**src/design/dpt_pkg.sv**
```systemverilog
`timescale 1ns / 1ps

package dpt_pkg;

   localparam int OP_W         = 2;
   localparam int ADDR_W       = 14;
   localparam int STATUS_W     = 2;
   localparam int RAM_ADDR_W   = 12;
   localparam int LOAD_PAGE_W  = 6;
   localparam int LOAD_FRAME_W = 8;
   localparam int FAULT_W      = 32;

   typedef enum logic [OP_W-1:0] {
      OP_FETCH   = 2'd0,
      OP_PRELOAD = 2'd1,
      OP_RELEASE = 2'd2
   } op_type;

   typedef enum logic [STATUS_W-1:0] {
      ST_DONE    = 2'd0,
      ST_FAULT   = 2'd1,
      ST_NO_PAGE = 2'd2,
      ST_IGNORED = 2'd3
   } status_type;

   typedef enum logic [2:0] {
      S_INIT,
      S_IDLE,
      S_FRAME,
      S_DECIDE,
      S_WORD,
      S_ADDR
   } state_type;

   typedef struct packed {
      logic load;
      logic frame_en;
      logic off_en;
      logic word_en;
   } addr_ctl_type;

   function automatic int max_int(input int a, input int b);
      return (a > b) ? a : b;
   endfunction

endpackage

```
**src/design/dpt_if.sv**
```systemverilog
`timescale 1ns / 1ps

interface dpt_req_if import dpt_pkg::*; ();
   logic                valid;
   logic                ready;
   logic [OP_W-1:0]     operation;
   logic [ADDR_W-1:0]   disk_address;

   modport source (output valid, output operation, output disk_address, input ready);
   modport sink (input valid, input operation, input disk_address, output ready);
endinterface

interface dpt_rsp_if import dpt_pkg::*; ();
   logic                    valid;
   logic                    ready;
   logic [STATUS_W-1:0]     status;
   logic [RAM_ADDR_W-1:0]   ram_address;
   logic                    load_request;
   logic [LOAD_PAGE_W-1:0]  load_page;
   logic [LOAD_FRAME_W-1:0] load_frame;
   logic [FAULT_W-1:0]      fault_total;

   modport source (output valid, output status, output ram_address, output load_request,
                   output load_page, output load_frame, output fault_total, input ready);
   modport sink (input valid, input status, input ram_address, input load_request,
                 input load_page, input load_frame, input fault_total, output ready);
endinterface

```
**src/design/dpt_ram.sv**
```systemverilog
`timescale 1ns / 1ps

module dpt_ram #(
   parameter int WIDTH = 8,
   parameter int DEPTH = 16,
   localparam int AW = $clog2(DEPTH)
) (
   input  logic             clock,
   input  logic             we,
   input  logic [AW-1:0]    waddr,
   input  logic [WIDTH-1:0] wdata,
   input  logic [AW-1:0]    raddr,
   output logic [WIDTH-1:0] rdata
);

   logic [WIDTH-1:0] mem_ff [DEPTH];
   logic [WIDTH-1:0] rdata_ff;

   always_ff @(posedge clock) begin
      if (we) begin
         mem_ff[waddr] <= wdata;
      end
      rdata_ff <= mem_ff[raddr];
   end

   assign rdata = rdata_ff;

endmodule

```
**src/design/dpt_addr.sv**
```systemverilog
`timescale 1ns / 1ps

module dpt_addr import dpt_pkg::*; #(
   parameter int RAM_PAGES   = 64,
   parameter int DISK_FRAMES = 256,
   parameter int PAGE_BYTES  = 64,
   parameter int WORD_BYTES  = 4,
   localparam int PAGE_W     = $clog2(RAM_PAGES),
   localparam int FRAME_W    = $clog2(DISK_FRAMES)
) (
   input  logic                  clock,
   input  addr_ctl_type          ctl,
   input  logic [ADDR_W-1:0]     disk_address,
   input  logic [PAGE_W-1:0]     page,
   output logic [FRAME_W-1:0]    frame_idx,
   output logic [FRAME_W-1:0]    frame,
   output logic                  in_range,
   output logic [RAM_ADDR_W-1:0] ram_address
);

   // frame = address / PAGE_BYTES by reciprocal multiply
   localparam int OFF_W = $clog2(PAGE_BYTES);
   localparam int K1    = ADDR_W + OFF_W;
   localparam int M1    = ((1 << K1) + PAGE_BYTES - 1) / PAGE_BYTES;
   localparam int M1_W  = ADDR_W + 1;
   localparam int P1_W  = ADDR_W + M1_W;
   localparam int QUO_W = P1_W - K1;
   localparam int CMP_W = max_int(QUO_W, FRAME_W + 1);

   // word index = byte offset / WORD_BYTES
   localparam int LW    = $clog2(WORD_BYTES);
   localparam int K2    = OFF_W + LW;
   localparam int M2    = ((1 << K2) + WORD_BYTES - 1) / WORD_BYTES;
   localparam int M2_W  = OFF_W + 1;
   localparam int P2_W  = OFF_W + M2_W;
   localparam int WI_W  = P2_W - K2;

   localparam int SUM_W = PAGE_W + OFF_W + 1;
   localparam int EXT_W = max_int(SUM_W, RAM_ADDR_W);

   logic [ADDR_W-1:0]  addr_ff;
   logic [QUO_W-1:0]   quo_ff;
   logic [FRAME_W-1:0] frame_ff;
   logic               in_range_ff;
   logic [OFF_W-1:0]   off_ff;
   logic [WI_W-1:0]    wi_ff;

   logic [P1_W-1:0]    prod1;
   logic [QUO_W-1:0]   quo;
   logic [CMP_W-1:0]   quo_ext;
   logic               in_range_c;
   logic [ADDR_W-1:0]  frame_base;
   logic [ADDR_W-1:0]  byte_off;
   logic [P2_W-1:0]    prod2;
   logic [WI_W-1:0]    wi;
   logic [SUM_W-1:0]   sum;
   logic [EXT_W-1:0]   sum_ext;

   assign prod1      = P1_W'(addr_ff) * P1_W'(M1);
   assign quo        = prod1[P1_W-1:K1];
   assign quo_ext    = CMP_W'(quo);
   assign in_range_c = quo_ext < CMP_W'(DISK_FRAMES);
   assign frame_idx  = quo_ext[FRAME_W-1:0];

   assign frame_base = ADDR_W'(quo_ff) * ADDR_W'(PAGE_BYTES);
   assign byte_off   = addr_ff - frame_base;

   assign prod2      = P2_W'(off_ff) * P2_W'(M2);
   assign wi         = prod2[P2_W-1:K2];

   assign sum        = SUM_W'(page) * SUM_W'(PAGE_BYTES) + SUM_W'(wi_ff) * SUM_W'(WORD_BYTES);
   assign sum_ext    = EXT_W'(sum);

   always_ff @(posedge clock) begin
      if (ctl.load) begin
         addr_ff <= disk_address;
      end
      if (ctl.frame_en) begin
         quo_ff      <= quo;
         frame_ff    <= frame_idx;
         in_range_ff <= in_range_c;
      end
      if (ctl.off_en) begin
         off_ff <= byte_off[OFF_W-1:0];
      end
      if (ctl.word_en) begin
         wi_ff <= wi;
      end
   end

   assign frame       = frame_ff;
   assign in_range    = in_range_ff;
   assign ram_address = sum_ext[RAM_ADDR_W-1:0];

endmodule

```
**src/design/demand_paging_translator.sv**
```systemverilog
`timescale 1ns / 1ps

// channel  dir  payload
// req_ch   in   operation, disk_address
// rsp_ch   out  status, ram_address, load_request, load_page, load_frame, fault_total
//
// a transaction runs from acceptance to the result register in these steps: frame split
// (reciprocal multiply) with the map and free-queue reads, decide and write back,
// byte offset to word index, then address build and result load; the next one is taken
// only back in the idle step, so none is accepted before the last is through
// after reset a clearing pass over the larger of the two memories fills both of them;
// req_ch.ready stays low until it ends
// a new transaction is taken while a result waits; the block holds in its last step
// until the result register is free

module demand_paging_translator import dpt_pkg::*; #(
   parameter int RAM_PAGES   = 64,
   parameter int DISK_FRAMES = 256,
   parameter int PAGE_BYTES  = 64,
   parameter int WORD_BYTES  = 4
) (
   input logic       clock,
   input logic       reset,
   dpt_req_if.sink   req_ch,
   dpt_rsp_if.source rsp_ch
);

   localparam int PAGE_W   = $clog2(RAM_PAGES);
   localparam int FRAME_W  = $clog2(DISK_FRAMES);
   localparam int CNT_W    = $clog2(RAM_PAGES + 1);
   localparam int MAP_W    = PAGE_W + 1;
   localparam int INIT_N   = max_int(DISK_FRAMES, RAM_PAGES);
   localparam int INIT_W   = $clog2(INIT_N);
   localparam int LP_EXT_W = max_int(PAGE_W, LOAD_PAGE_W);
   localparam int LF_EXT_W = max_int(FRAME_W, LOAD_FRAME_W);

   localparam logic [CNT_W-1:0]  QUEUE_FULL = CNT_W'(RAM_PAGES);
   localparam logic [PAGE_W-1:0] PAGE_LAST  = PAGE_W'(RAM_PAGES - 1);
   localparam logic [INIT_W-1:0] INIT_LAST  = INIT_W'(INIT_N - 1);

   state_type state_ff, state_in;

   logic [INIT_W-1:0]       init_cnt_ff, init_cnt_in;
   logic [OP_W-1:0]         op_ff, op_in;
   logic [PAGE_W-1:0]       head_ff, head_in;
   logic [PAGE_W-1:0]       tail_ff, tail_in;
   logic [CNT_W-1:0]        count_ff, count_in;
   logic [FAULT_W-1:0]      fault_ff, fault_in;
   logic [PAGE_W-1:0]       page_ff, page_in;
   status_type              status_ff, status_in;
   logic                    use_ram_ff, use_ram_in;
   logic                    load_req_ff, load_req_in;

   logic                    rsp_valid_ff, rsp_valid_in;
   logic [STATUS_W-1:0]     rsp_status_ff, rsp_status_in;
   logic [RAM_ADDR_W-1:0]   rsp_ram_ff, rsp_ram_in;
   logic                    rsp_load_req_ff, rsp_load_req_in;
   logic [LOAD_PAGE_W-1:0]  rsp_load_page_ff, rsp_load_page_in;
   logic [LOAD_FRAME_W-1:0] rsp_load_frame_ff, rsp_load_frame_in;
   logic [FAULT_W-1:0]      rsp_fault_ff, rsp_fault_in;

   logic                    req_ready;
   logic                    out_free;
   logic                    pop;
   logic                    push;
   addr_ctl_type            ctl;

   logic                    map_we;
   logic [FRAME_W-1:0]      map_waddr;
   logic [MAP_W-1:0]        map_wdata;
   logic [FRAME_W-1:0]      map_raddr;
   logic [MAP_W-1:0]        map_rdata;
   logic                    map_hit;
   logic [PAGE_W-1:0]       map_page;

   logic                    q_we;
   logic [PAGE_W-1:0]       q_waddr;
   logic [PAGE_W-1:0]       q_wdata;
   logic [PAGE_W-1:0]       q_raddr;
   logic [PAGE_W-1:0]       q_rdata;

   logic [FRAME_W-1:0]      frame_idx;
   logic [FRAME_W-1:0]      frame_q;
   logic                    in_range;
   logic [RAM_ADDR_W-1:0]   ram_sum;
   logic [LP_EXT_W-1:0]     lp_ext;
   logic [LF_EXT_W-1:0]     lf_ext;

   dpt_addr #(
      .RAM_PAGES   (RAM_PAGES),
      .DISK_FRAMES (DISK_FRAMES),
      .PAGE_BYTES  (PAGE_BYTES),
      .WORD_BYTES  (WORD_BYTES)
   ) u_addr (
      .clock        (clock),
      .ctl          (ctl),
      .disk_address (req_ch.disk_address),
      .page         (page_ff),
      .frame_idx    (frame_idx),
      .frame        (frame_q),
      .in_range     (in_range),
      .ram_address  (ram_sum)
   );

   // frame map: valid bit over page index
   dpt_ram #(
      .WIDTH (MAP_W),
      .DEPTH (DISK_FRAMES)
   ) u_map (
      .clock (clock),
      .we    (map_we),
      .waddr (map_waddr),
      .wdata (map_wdata),
      .raddr (map_raddr),
      .rdata (map_rdata)
   );

   // free page fifo
   dpt_ram #(
      .WIDTH (PAGE_W),
      .DEPTH (RAM_PAGES)
   ) u_queue (
      .clock (clock),
      .we    (q_we),
      .waddr (q_waddr),
      .wdata (q_wdata),
      .raddr (q_raddr),
      .rdata (q_rdata)
   );

   assign map_hit  = map_rdata[PAGE_W];
   assign map_page = map_rdata[PAGE_W-1:0];
   assign out_free = !rsp_valid_ff || rsp_ch.ready;
   assign lp_ext   = LP_EXT_W'(page_ff);
   assign lf_ext   = LF_EXT_W'(frame_q);

   always_comb begin
      state_in = state_ff;
      unique case (state_ff)
         S_INIT: begin
            if (init_cnt_ff == INIT_LAST) begin
               state_in = S_IDLE;
            end
         end
         S_IDLE: begin
            if (req_ch.valid) begin
               state_in = S_FRAME;
            end
         end
         S_FRAME:  state_in = S_DECIDE;
         S_DECIDE: state_in = S_WORD;
         S_WORD:   state_in = S_ADDR;
         S_ADDR: begin
            if (out_free) begin
               state_in = S_IDLE;
            end
         end
         default:  state_in = S_INIT;
      endcase
   end

   always_comb begin
      req_ready         = 1'b0;
      ctl               = '0;
      pop               = 1'b0;
      push              = 1'b0;
      map_we            = 1'b0;
      map_waddr         = frame_q;
      map_wdata         = '0;
      map_raddr         = frame_idx;
      q_we              = 1'b0;
      q_waddr           = tail_ff;
      q_wdata           = map_page;
      q_raddr           = head_ff;
      init_cnt_in       = init_cnt_ff;
      op_in             = op_ff;
      head_in           = head_ff;
      tail_in           = tail_ff;
      count_in          = count_ff;
      fault_in          = fault_ff;
      page_in           = page_ff;
      status_in         = status_ff;
      use_ram_in        = use_ram_ff;
      load_req_in       = load_req_ff;
      rsp_valid_in      = rsp_valid_ff && !rsp_ch.ready;
      rsp_status_in     = rsp_status_ff;
      rsp_ram_in        = rsp_ram_ff;
      rsp_load_req_in   = rsp_load_req_ff;
      rsp_load_page_in  = rsp_load_page_ff;
      rsp_load_frame_in = rsp_load_frame_ff;
      rsp_fault_in      = rsp_fault_ff;

      unique case (state_ff)
         S_INIT: begin
            init_cnt_in = init_cnt_ff + 1'b1;
            map_we      = int'(init_cnt_ff) < DISK_FRAMES;
            map_waddr   = init_cnt_ff[FRAME_W-1:0];
            map_wdata   = '0;
            q_we        = int'(init_cnt_ff) < RAM_PAGES;
            q_waddr     = init_cnt_ff[PAGE_W-1:0];
            q_wdata     = init_cnt_ff[PAGE_W-1:0];
         end
         S_IDLE: begin
            req_ready = 1'b1;
            if (req_ch.valid) begin
               ctl.load = 1'b1;
               op_in    = req_ch.operation;
            end
         end
         S_FRAME: begin
            ctl.frame_en = 1'b1;
         end
         S_DECIDE: begin
            ctl.off_en  = 1'b1;
            status_in   = ST_IGNORED;
            use_ram_in  = 1'b0;
            load_req_in = 1'b0;
            page_in     = map_page;
            if (in_range) begin
               unique case (op_ff)
                  OP_FETCH: begin
                     if (map_hit) begin
                        status_in  = ST_DONE;
                        use_ram_in = 1'b1;
                     end else if (count_ff == '0) begin
                        status_in = ST_NO_PAGE;
                     end else begin
                        pop         = 1'b1;
                        status_in   = ST_FAULT;
                        use_ram_in  = 1'b1;
                        load_req_in = 1'b1;
                        page_in     = q_rdata;
                        fault_in    = fault_ff + 1'b1;
                     end
                  end
                  OP_PRELOAD: begin
                     if (map_hit) begin
                        status_in = ST_IGNORED;
                     end else if (count_ff == '0) begin
                        status_in = ST_NO_PAGE;
                     end else begin
                        pop         = 1'b1;
                        status_in   = ST_DONE;
                        load_req_in = 1'b1;
                        page_in     = q_rdata;
                     end
                  end
                  OP_RELEASE: begin
                     if (map_hit) begin
                        map_we    = 1'b1;
                        map_wdata = {1'b0, map_page};
                        status_in = ST_DONE;
                        push      = count_ff != QUEUE_FULL;
                     end
                  end
                  default: begin
                     status_in = ST_IGNORED;
                  end
               endcase
            end
            if (pop) begin
               map_we    = 1'b1;
               map_wdata = {1'b1, q_rdata};
               head_in   = (head_ff == PAGE_LAST) ? '0 : head_ff + 1'b1;
               count_in  = count_ff - 1'b1;
            end
            if (push) begin
               q_we     = 1'b1;
               q_wdata  = map_page;
               tail_in  = (tail_ff == PAGE_LAST) ? '0 : tail_ff + 1'b1;
               count_in = count_ff + 1'b1;
            end
         end
         S_WORD: begin
            ctl.word_en = 1'b1;
         end
         S_ADDR: begin
            if (out_free) begin
               rsp_valid_in      = 1'b1;
               rsp_status_in     = status_ff;
               rsp_ram_in        = use_ram_ff ? ram_sum : '0;
               rsp_load_req_in   = load_req_ff;
               rsp_load_page_in  = load_req_ff ? lp_ext[LOAD_PAGE_W-1:0] : '0;
               rsp_load_frame_in = load_req_ff ? lf_ext[LOAD_FRAME_W-1:0] : '0;
               rsp_fault_in      = fault_ff;
            end
         end
         default: begin
            req_ready = 1'b0;
         end
      endcase
   end

   always_ff @(posedge clock) begin
      if (reset) begin
         state_ff     <= S_INIT;
         init_cnt_ff  <= '0;
         head_ff      <= '0;
         tail_ff      <= '0;
         count_ff     <= QUEUE_FULL;
         fault_ff     <= '0;
         rsp_valid_ff <= 1'b0;
      end else begin
         state_ff     <= state_in;
         init_cnt_ff  <= init_cnt_in;
         head_ff      <= head_in;
         tail_ff      <= tail_in;
         count_ff     <= count_in;
         fault_ff     <= fault_in;
         rsp_valid_ff <= rsp_valid_in;
      end
   end

   always_ff @(posedge clock) begin
      op_ff             <= op_in;
      page_ff           <= page_in;
      status_ff         <= status_in;
      use_ram_ff        <= use_ram_in;
      load_req_ff       <= load_req_in;
      rsp_status_ff     <= rsp_status_in;
      rsp_ram_ff        <= rsp_ram_in;
      rsp_load_req_ff   <= rsp_load_req_in;
      rsp_load_page_ff  <= rsp_load_page_in;
      rsp_load_frame_ff <= rsp_load_frame_in;
      rsp_fault_ff      <= rsp_fault_in;
   end

   assign req_ch.ready        = req_ready;
   assign rsp_ch.valid        = rsp_valid_ff;
   assign rsp_ch.status       = rsp_status_ff;
   assign rsp_ch.ram_address  = rsp_ram_ff;
   assign rsp_ch.load_request = rsp_load_req_ff;
   assign rsp_ch.load_page    = rsp_load_page_ff;
   assign rsp_ch.load_frame   = rsp_load_frame_ff;
   assign rsp_ch.fault_total  = rsp_fault_ff;

   a_pop_nonempty: assert property (@(posedge clock) disable iff (reset)
      pop |-> count_ff != '0)
      else $error("page taken from an empty free queue");

   a_push_not_full: assert property (@(posedge clock) disable iff (reset)
      push |-> count_ff != QUEUE_FULL)
      else $error("page queued into a full free queue");

   a_map_write_in_range: assert property (@(posedge clock) disable iff (reset)
      (state_ff == S_DECIDE && map_we) |-> in_range)
      else $error("map written for a frame outside the disk");

   a_rsp_from_addr: assert property (@(posedge clock) disable iff (reset)
      (!$past(reset) && $rose(rsp_valid_ff)) |-> $past(state_ff == S_ADDR))
      else $error("result loaded outside the address step");

   a_fault_count: assert property (@(posedge clock) disable iff (reset)
      (!$past(reset) && fault_ff != $past(fault_ff))
         |-> $past(state_ff == S_DECIDE && status_in == ST_FAULT))
      else $error("fault counter moved without a serviced fault");

endmodule
```
**src/flat_wrapper.sv**
```systemverilog
// flat-port wrapper written by rule: the top's interface ports become plain ports
module demand_paging_translator_flat import dpt_pkg::*;
#(
   parameter int RAM_PAGES   = 64,
   parameter int DISK_FRAMES = 256,
   parameter int PAGE_BYTES  = 64,
   parameter int WORD_BYTES  = 4
)
  (clock, reset, req_ch_valid, req_ch_operation, req_ch_disk_address, req_ch_ready, rsp_ch_valid, rsp_ch_status, rsp_ch_ram_address, rsp_ch_load_request, rsp_ch_load_page, rsp_ch_load_frame, rsp_ch_fault_total, rsp_ch_ready);
  dpt_req_if req_ch_i ();
  dpt_rsp_if rsp_ch_i ();
  input logic clock;
  input logic reset;
  input wire logic [$bits(req_ch_i.valid)-1:0] req_ch_valid;
  input wire logic [$bits(req_ch_i.operation)-1:0] req_ch_operation;
  input wire logic [$bits(req_ch_i.disk_address)-1:0] req_ch_disk_address;
  output wire logic [$bits(req_ch_i.ready)-1:0] req_ch_ready;
  output wire logic [$bits(rsp_ch_i.valid)-1:0] rsp_ch_valid;
  output wire logic [$bits(rsp_ch_i.status)-1:0] rsp_ch_status;
  output wire logic [$bits(rsp_ch_i.ram_address)-1:0] rsp_ch_ram_address;
  output wire logic [$bits(rsp_ch_i.load_request)-1:0] rsp_ch_load_request;
  output wire logic [$bits(rsp_ch_i.load_page)-1:0] rsp_ch_load_page;
  output wire logic [$bits(rsp_ch_i.load_frame)-1:0] rsp_ch_load_frame;
  output wire logic [$bits(rsp_ch_i.fault_total)-1:0] rsp_ch_fault_total;
  input wire logic [$bits(rsp_ch_i.ready)-1:0] rsp_ch_ready;
  assign req_ch_i.valid = req_ch_valid;
  assign req_ch_i.operation = req_ch_operation;
  assign req_ch_i.disk_address = req_ch_disk_address;
  assign req_ch_ready = req_ch_i.ready;
  assign rsp_ch_valid = rsp_ch_i.valid;
  assign rsp_ch_status = rsp_ch_i.status;
  assign rsp_ch_ram_address = rsp_ch_i.ram_address;
  assign rsp_ch_load_request = rsp_ch_i.load_request;
  assign rsp_ch_load_page = rsp_ch_i.load_page;
  assign rsp_ch_load_frame = rsp_ch_i.load_frame;
  assign rsp_ch_fault_total = rsp_ch_i.fault_total;
  assign rsp_ch_i.ready = rsp_ch_ready;
  demand_paging_translator #(.RAM_PAGES(RAM_PAGES), .DISK_FRAMES(DISK_FRAMES), .PAGE_BYTES(PAGE_BYTES), .WORD_BYTES(WORD_BYTES)) u_core (.clock(clock), .reset(reset), .req_ch(req_ch_i), .rsp_ch(rsp_ch_i));
endmodule
```
**config.mk**
```make
export PLATFORM = sky130hd
export DESIGN_NAME = demand_paging_translator_flat
export DESIGN_NICKNAME = d
export VERILOG_FILES = /design/src/design/dpt_pkg.sv /design/src/design/dpt_if.sv /design/src/design/dpt_ram.sv /design/src/design/dpt_addr.sv /design/src/design/demand_paging_translator.sv /design/src/flat_wrapper.sv
export SDC_FILE = /design/constraint.sdc
export NUM_CORES = 2
export LEC_CHECK = 0
export BUFFER_PORTS_ARGS = -buffer_cell sky130_fd_sc_hd__buf_2
export CAP_MARGIN = 20
export CORE_UTILIZATION = 55
export CTS_CLUSTER_SIZE = 24
export DETAILED_ROUTE_END_ITERATION = 16
export PLACE_DENSITY = 0.7
export SETUP_SLACK_MARGIN = 0.5
export SKIP_LAST_GASP = 1
export SYNTH_ARGS = -nofsm -noshare
export SYNTH_HDL_FRONTEND = slang
export SYNTH_SLANG_ARGS = --single-unit
```
**constraint.sdc**
```tcl
create_clock -name clock -period 12.6 [get_ports clock]
set_clock_uncertainty 0.1 [all_clocks]
set_input_delay 3.78 -clock clock [delete_from_list [all_inputs] [get_ports clock]]
set_output_delay 3.78 -clock clock [all_outputs]
set_load 0.01 [all_outputs]
```
==> summary.md <==
| Metric | Value |
|---|---|
| Post-synth top flop | edfxtp_1 |
| Critical path's largest stage delay | 0.54 ns |
| GRT overflow | 0 |
| Layout area overhead | 10.9% |
| CTS Buffer Depth | 3 |
| Drt pass-1 iters | 6 |
| Crit-path most repeated cell | nor2b_1 |
| Max Clk Rate | between 150 and 200 MHz |
| Critical path class | register to output port |
| Post-layout util | between 60% and 70% |
| FF-to-FF Start | u_core.op_ff[1] |
| Area of the die | roughly 0.17 sq mm |
| Gr usage total | 25.0% |
| Post-synth EDFFs | between 2k and 2.5k |
| Vias per inst | 6.35 |
| Die Height | roughly 400 microns |
| Synth unique cells | roughly 70 |
| Initial antenna violation count | 3 |
| Power density cells | 151 mW/mm^2 |
| CTS Buf Count | 225 |
| Postcts setup bufs | 0 |
| Setup TNS | 0 ns |
| Drt total wl | around 210,000 microns |
| Max rail drop VDD | ~0.17 mV |
| Clock Tree Root | clkbuf_16 |
| I/O pin total | between 80 and 90 |
| Hold crit path type | register to register |
| FP Rows | around 150 |
| Critical-path top delay cell | dfxtp_1 |
| Final RePlAce weighted congestion | roughly 0.82 |
| Mean routed wirelength per cell | 29.4 microns |
| Skew-Pair Late Insertion Delay | roughly 0.86 ns |
| Clock input transition at the sequential cells of the worst setup and hold paths | around 0.060 ns |
| Mapped Cells | 4,566 |
| Cts hold-fix bufs | 0 |
| Most frequent cells in the layout | 2,275 x edfxtp_1, 521 x mux4_2, 390 x nor2_1 |
| Final Net Count | 4,730 |
| Slew headroom | between 10% and 20% |
| First-pass GRT wire length | about 310,000 microns |
| Syn_area_per_cell | 20.0 sq um |
| Slew Limit Fails | 0 |
| FFs w/ async S/R, synth | 0% |
| Post-DP HPWL | 120,000 microns |
| Status | complete, no violations |
| Post-Layout Inst Area | between 0.1 and 0.15 sq mm |
| Crit path launch type | register |
| Die X-Extent | roughly 410 microns |
| Data arrival, critical path | 2.08 ns |
| Worst Path Max Fanout | 10 |
| Leak | roughly 0.027 uW |
| Drt drc | 0 |
| Crit path time final | about 6 ns |
| Yosys reg bits | 2,351 |
| Vias in the first global route | around 45k |
| Share of cells above drive strength 1 | between 20% and 30% |
| DR vias | 45.0k |
| Clk sinks | approximately 2.4k |
| R2R setup slack | approximately 7.7 ns |
| 1st-iter DRT viols | approximately 5.1k |
| Commonest non-fill, non-tap cell in the layout | edfxtp_1 |
| Max cap viols | 0 |
| Endpoints failing hold | 0 |
| Hold EP | u_core.u_addr.wi_ff[2] |
| Reg2reg path depth | 6 |
| Post-route clock period utilization | ~47% |
| # resized after CTS | 0 |
| Core Box Area | between 0.15 and 0.2 sq mm |
| Slew of the pin with the lowest slew margin | roughly 1.2 ns |
| Initial Util | between 50% and 60% |
| Setup Viol. Count Final | 0 |
| CP Cell Sequence | nor2b_1 > nor2b_1 > buf_2 |
| Warning count from the yosys run | 0 |
| Critical path capture point type | output port |
| CTS tree | done |
| DP Area | ~0.094 sq mm |
| R2r endpoint | u_core.u_map.mem_ff[53][2] |
| Largest net degree at the start of global routing | ~220 |
| Req. time, crit path | a little under 9 ns |
| Htree depth | 4 |
| HP Start | u_core.u_addr.off_ff[4] |
| IO buf count | 78 |
| Hold-critical path depth | 0 |
| RSZ-0062 raised after global routing | false |
| Part of the Yosys area used for sequential elements | between 70 and 80% |
| Routed Antenna Nets | 0 |
| Cell area after synthesis | 0.0913 sq mm |
-- worst max path at each step --
stage          cells after the start  slack [ns]          startpoint                            end
2_1_floorplan                      6        2.89     u_core.op_ff[1]      u_core.u_map.mem_ff[0][5]
3_3_place_gp                       4        7.16        rsp_ch_ready  u_core.rsp_ch.fault_total[24]
3_5_place_dp                       4        7.12        rsp_ch_ready  u_core.rsp_ch.fault_total[22]
4_1_cts                            3        6.58  u_core.state_ff[0]                   req_ch_ready
5_1_grt                            3        6.55  u_core.state_ff[0]                   req_ch_ready
6_report                           3        6.64  u_core.state_ff[0]                   req_ch_ready
-- metal layers --
metal	wire, microns	vias to the layer above	global-route usage, %
li1	-	19000	-
met1	81600	23500	35.0
met2	102000	2108	39.8
met3	17900	402	4.93
met4	6840	4	8.20
met5	27	-	0
-- sequential cells by signal (all words and copies together), names as in the netlist, 7 cells and up --
signal,cells
u_core.count_ff,7
u_core.fault_ff,32
u_core.init_cnt_ff,8
u_core.rsp_ch.fault_total,32
u_core.rsp_ch.load_frame,8
u_core.rsp_ch.ram_address,10
u_core.u_addr.addr_ff,12
u_core.u_addr.quo_ff,8
u_core.u_map.mem_ff,1792
u_core.u_map.rdata,7
u_core.u_queue.mem_ff,384
-- cells by family after synthesis --
family / share of synthesized area, %
xor+xnor: 0.297
buf+inv: 1.51
compound gates: 2.83
fa+ha+maj: 0.145
other cells: 0.00411
simple gates: 4.13
flops: 76.5
mux: 14.6
-- Yosys cell counts (all sizes together) (8+ instances only) --
cell,number,area share [%]
buf,131,0.94
nand3,47,0.26
nor3,28,0.15
mux2i,121,1.3
nand2b,10,0.069
o22ai,43,0.29
dfxtp,76,1.7
edfxtp,2275,75
and2,38,0.26
xor2,21,0.20
ha,9,0.12
nand3b,22,0.18
a21oi,114,0.62
o21ai,47,0.26
clkbuf,118,0.49
or3,26,0.18
nand4,19,0.13
nand2,180,0.74
xnor2,10,0.096
mux4,521,13
inv,19,0.078
nor2b,9,0.062
nor4,33,0.23
a211oi,19,0.16
mux2,33,0.41
and3,8,0.055
nor2,394,1.6
a22oi,110,0.90
-- area by class of cell --
cell class	instances	area, sq um
sequential	2351	69800
fill	11300	63500
multi-input combinational	1947	20200
clock buffer	283	5980
tap	2189	2740
clock inverter	135	1280
timing repair buffer	155	1170
inverter	20	75.1
antenna	1	2.50
-- critical path, delay by kind of cell, from the launching register on --
kind | cells | cell delay, ns
flops | 1 | 0.54
simple gates | 2 | 0.53
buf+inv | 1 | 0.17
-- stage by stage --
stage          total power (uW)  instances  worst slack (ns)  hold WS (ns)
4_1_cts                   15300       7072              6.58         0.318
6_report                  15200       7081              6.64         0.317
5_1_grt                   15600       7080              6.55         0.332
3_3_place_gp               8760       6654              7.16         0.304
3_5_place_dp               8760       6654              7.12         0.305
2_1_floorplan              8700       4567              2.89         0.300
-- where the power goes --
group	internal, uW	leakage, uW	switching (uW)
clock	3800	0.00356	2850
combinational	23.2	0.00614	86.9
sequential	8480	0.0176	7.09
total	12300	0.0273	2950
Power figures use the tool's default switching activity.
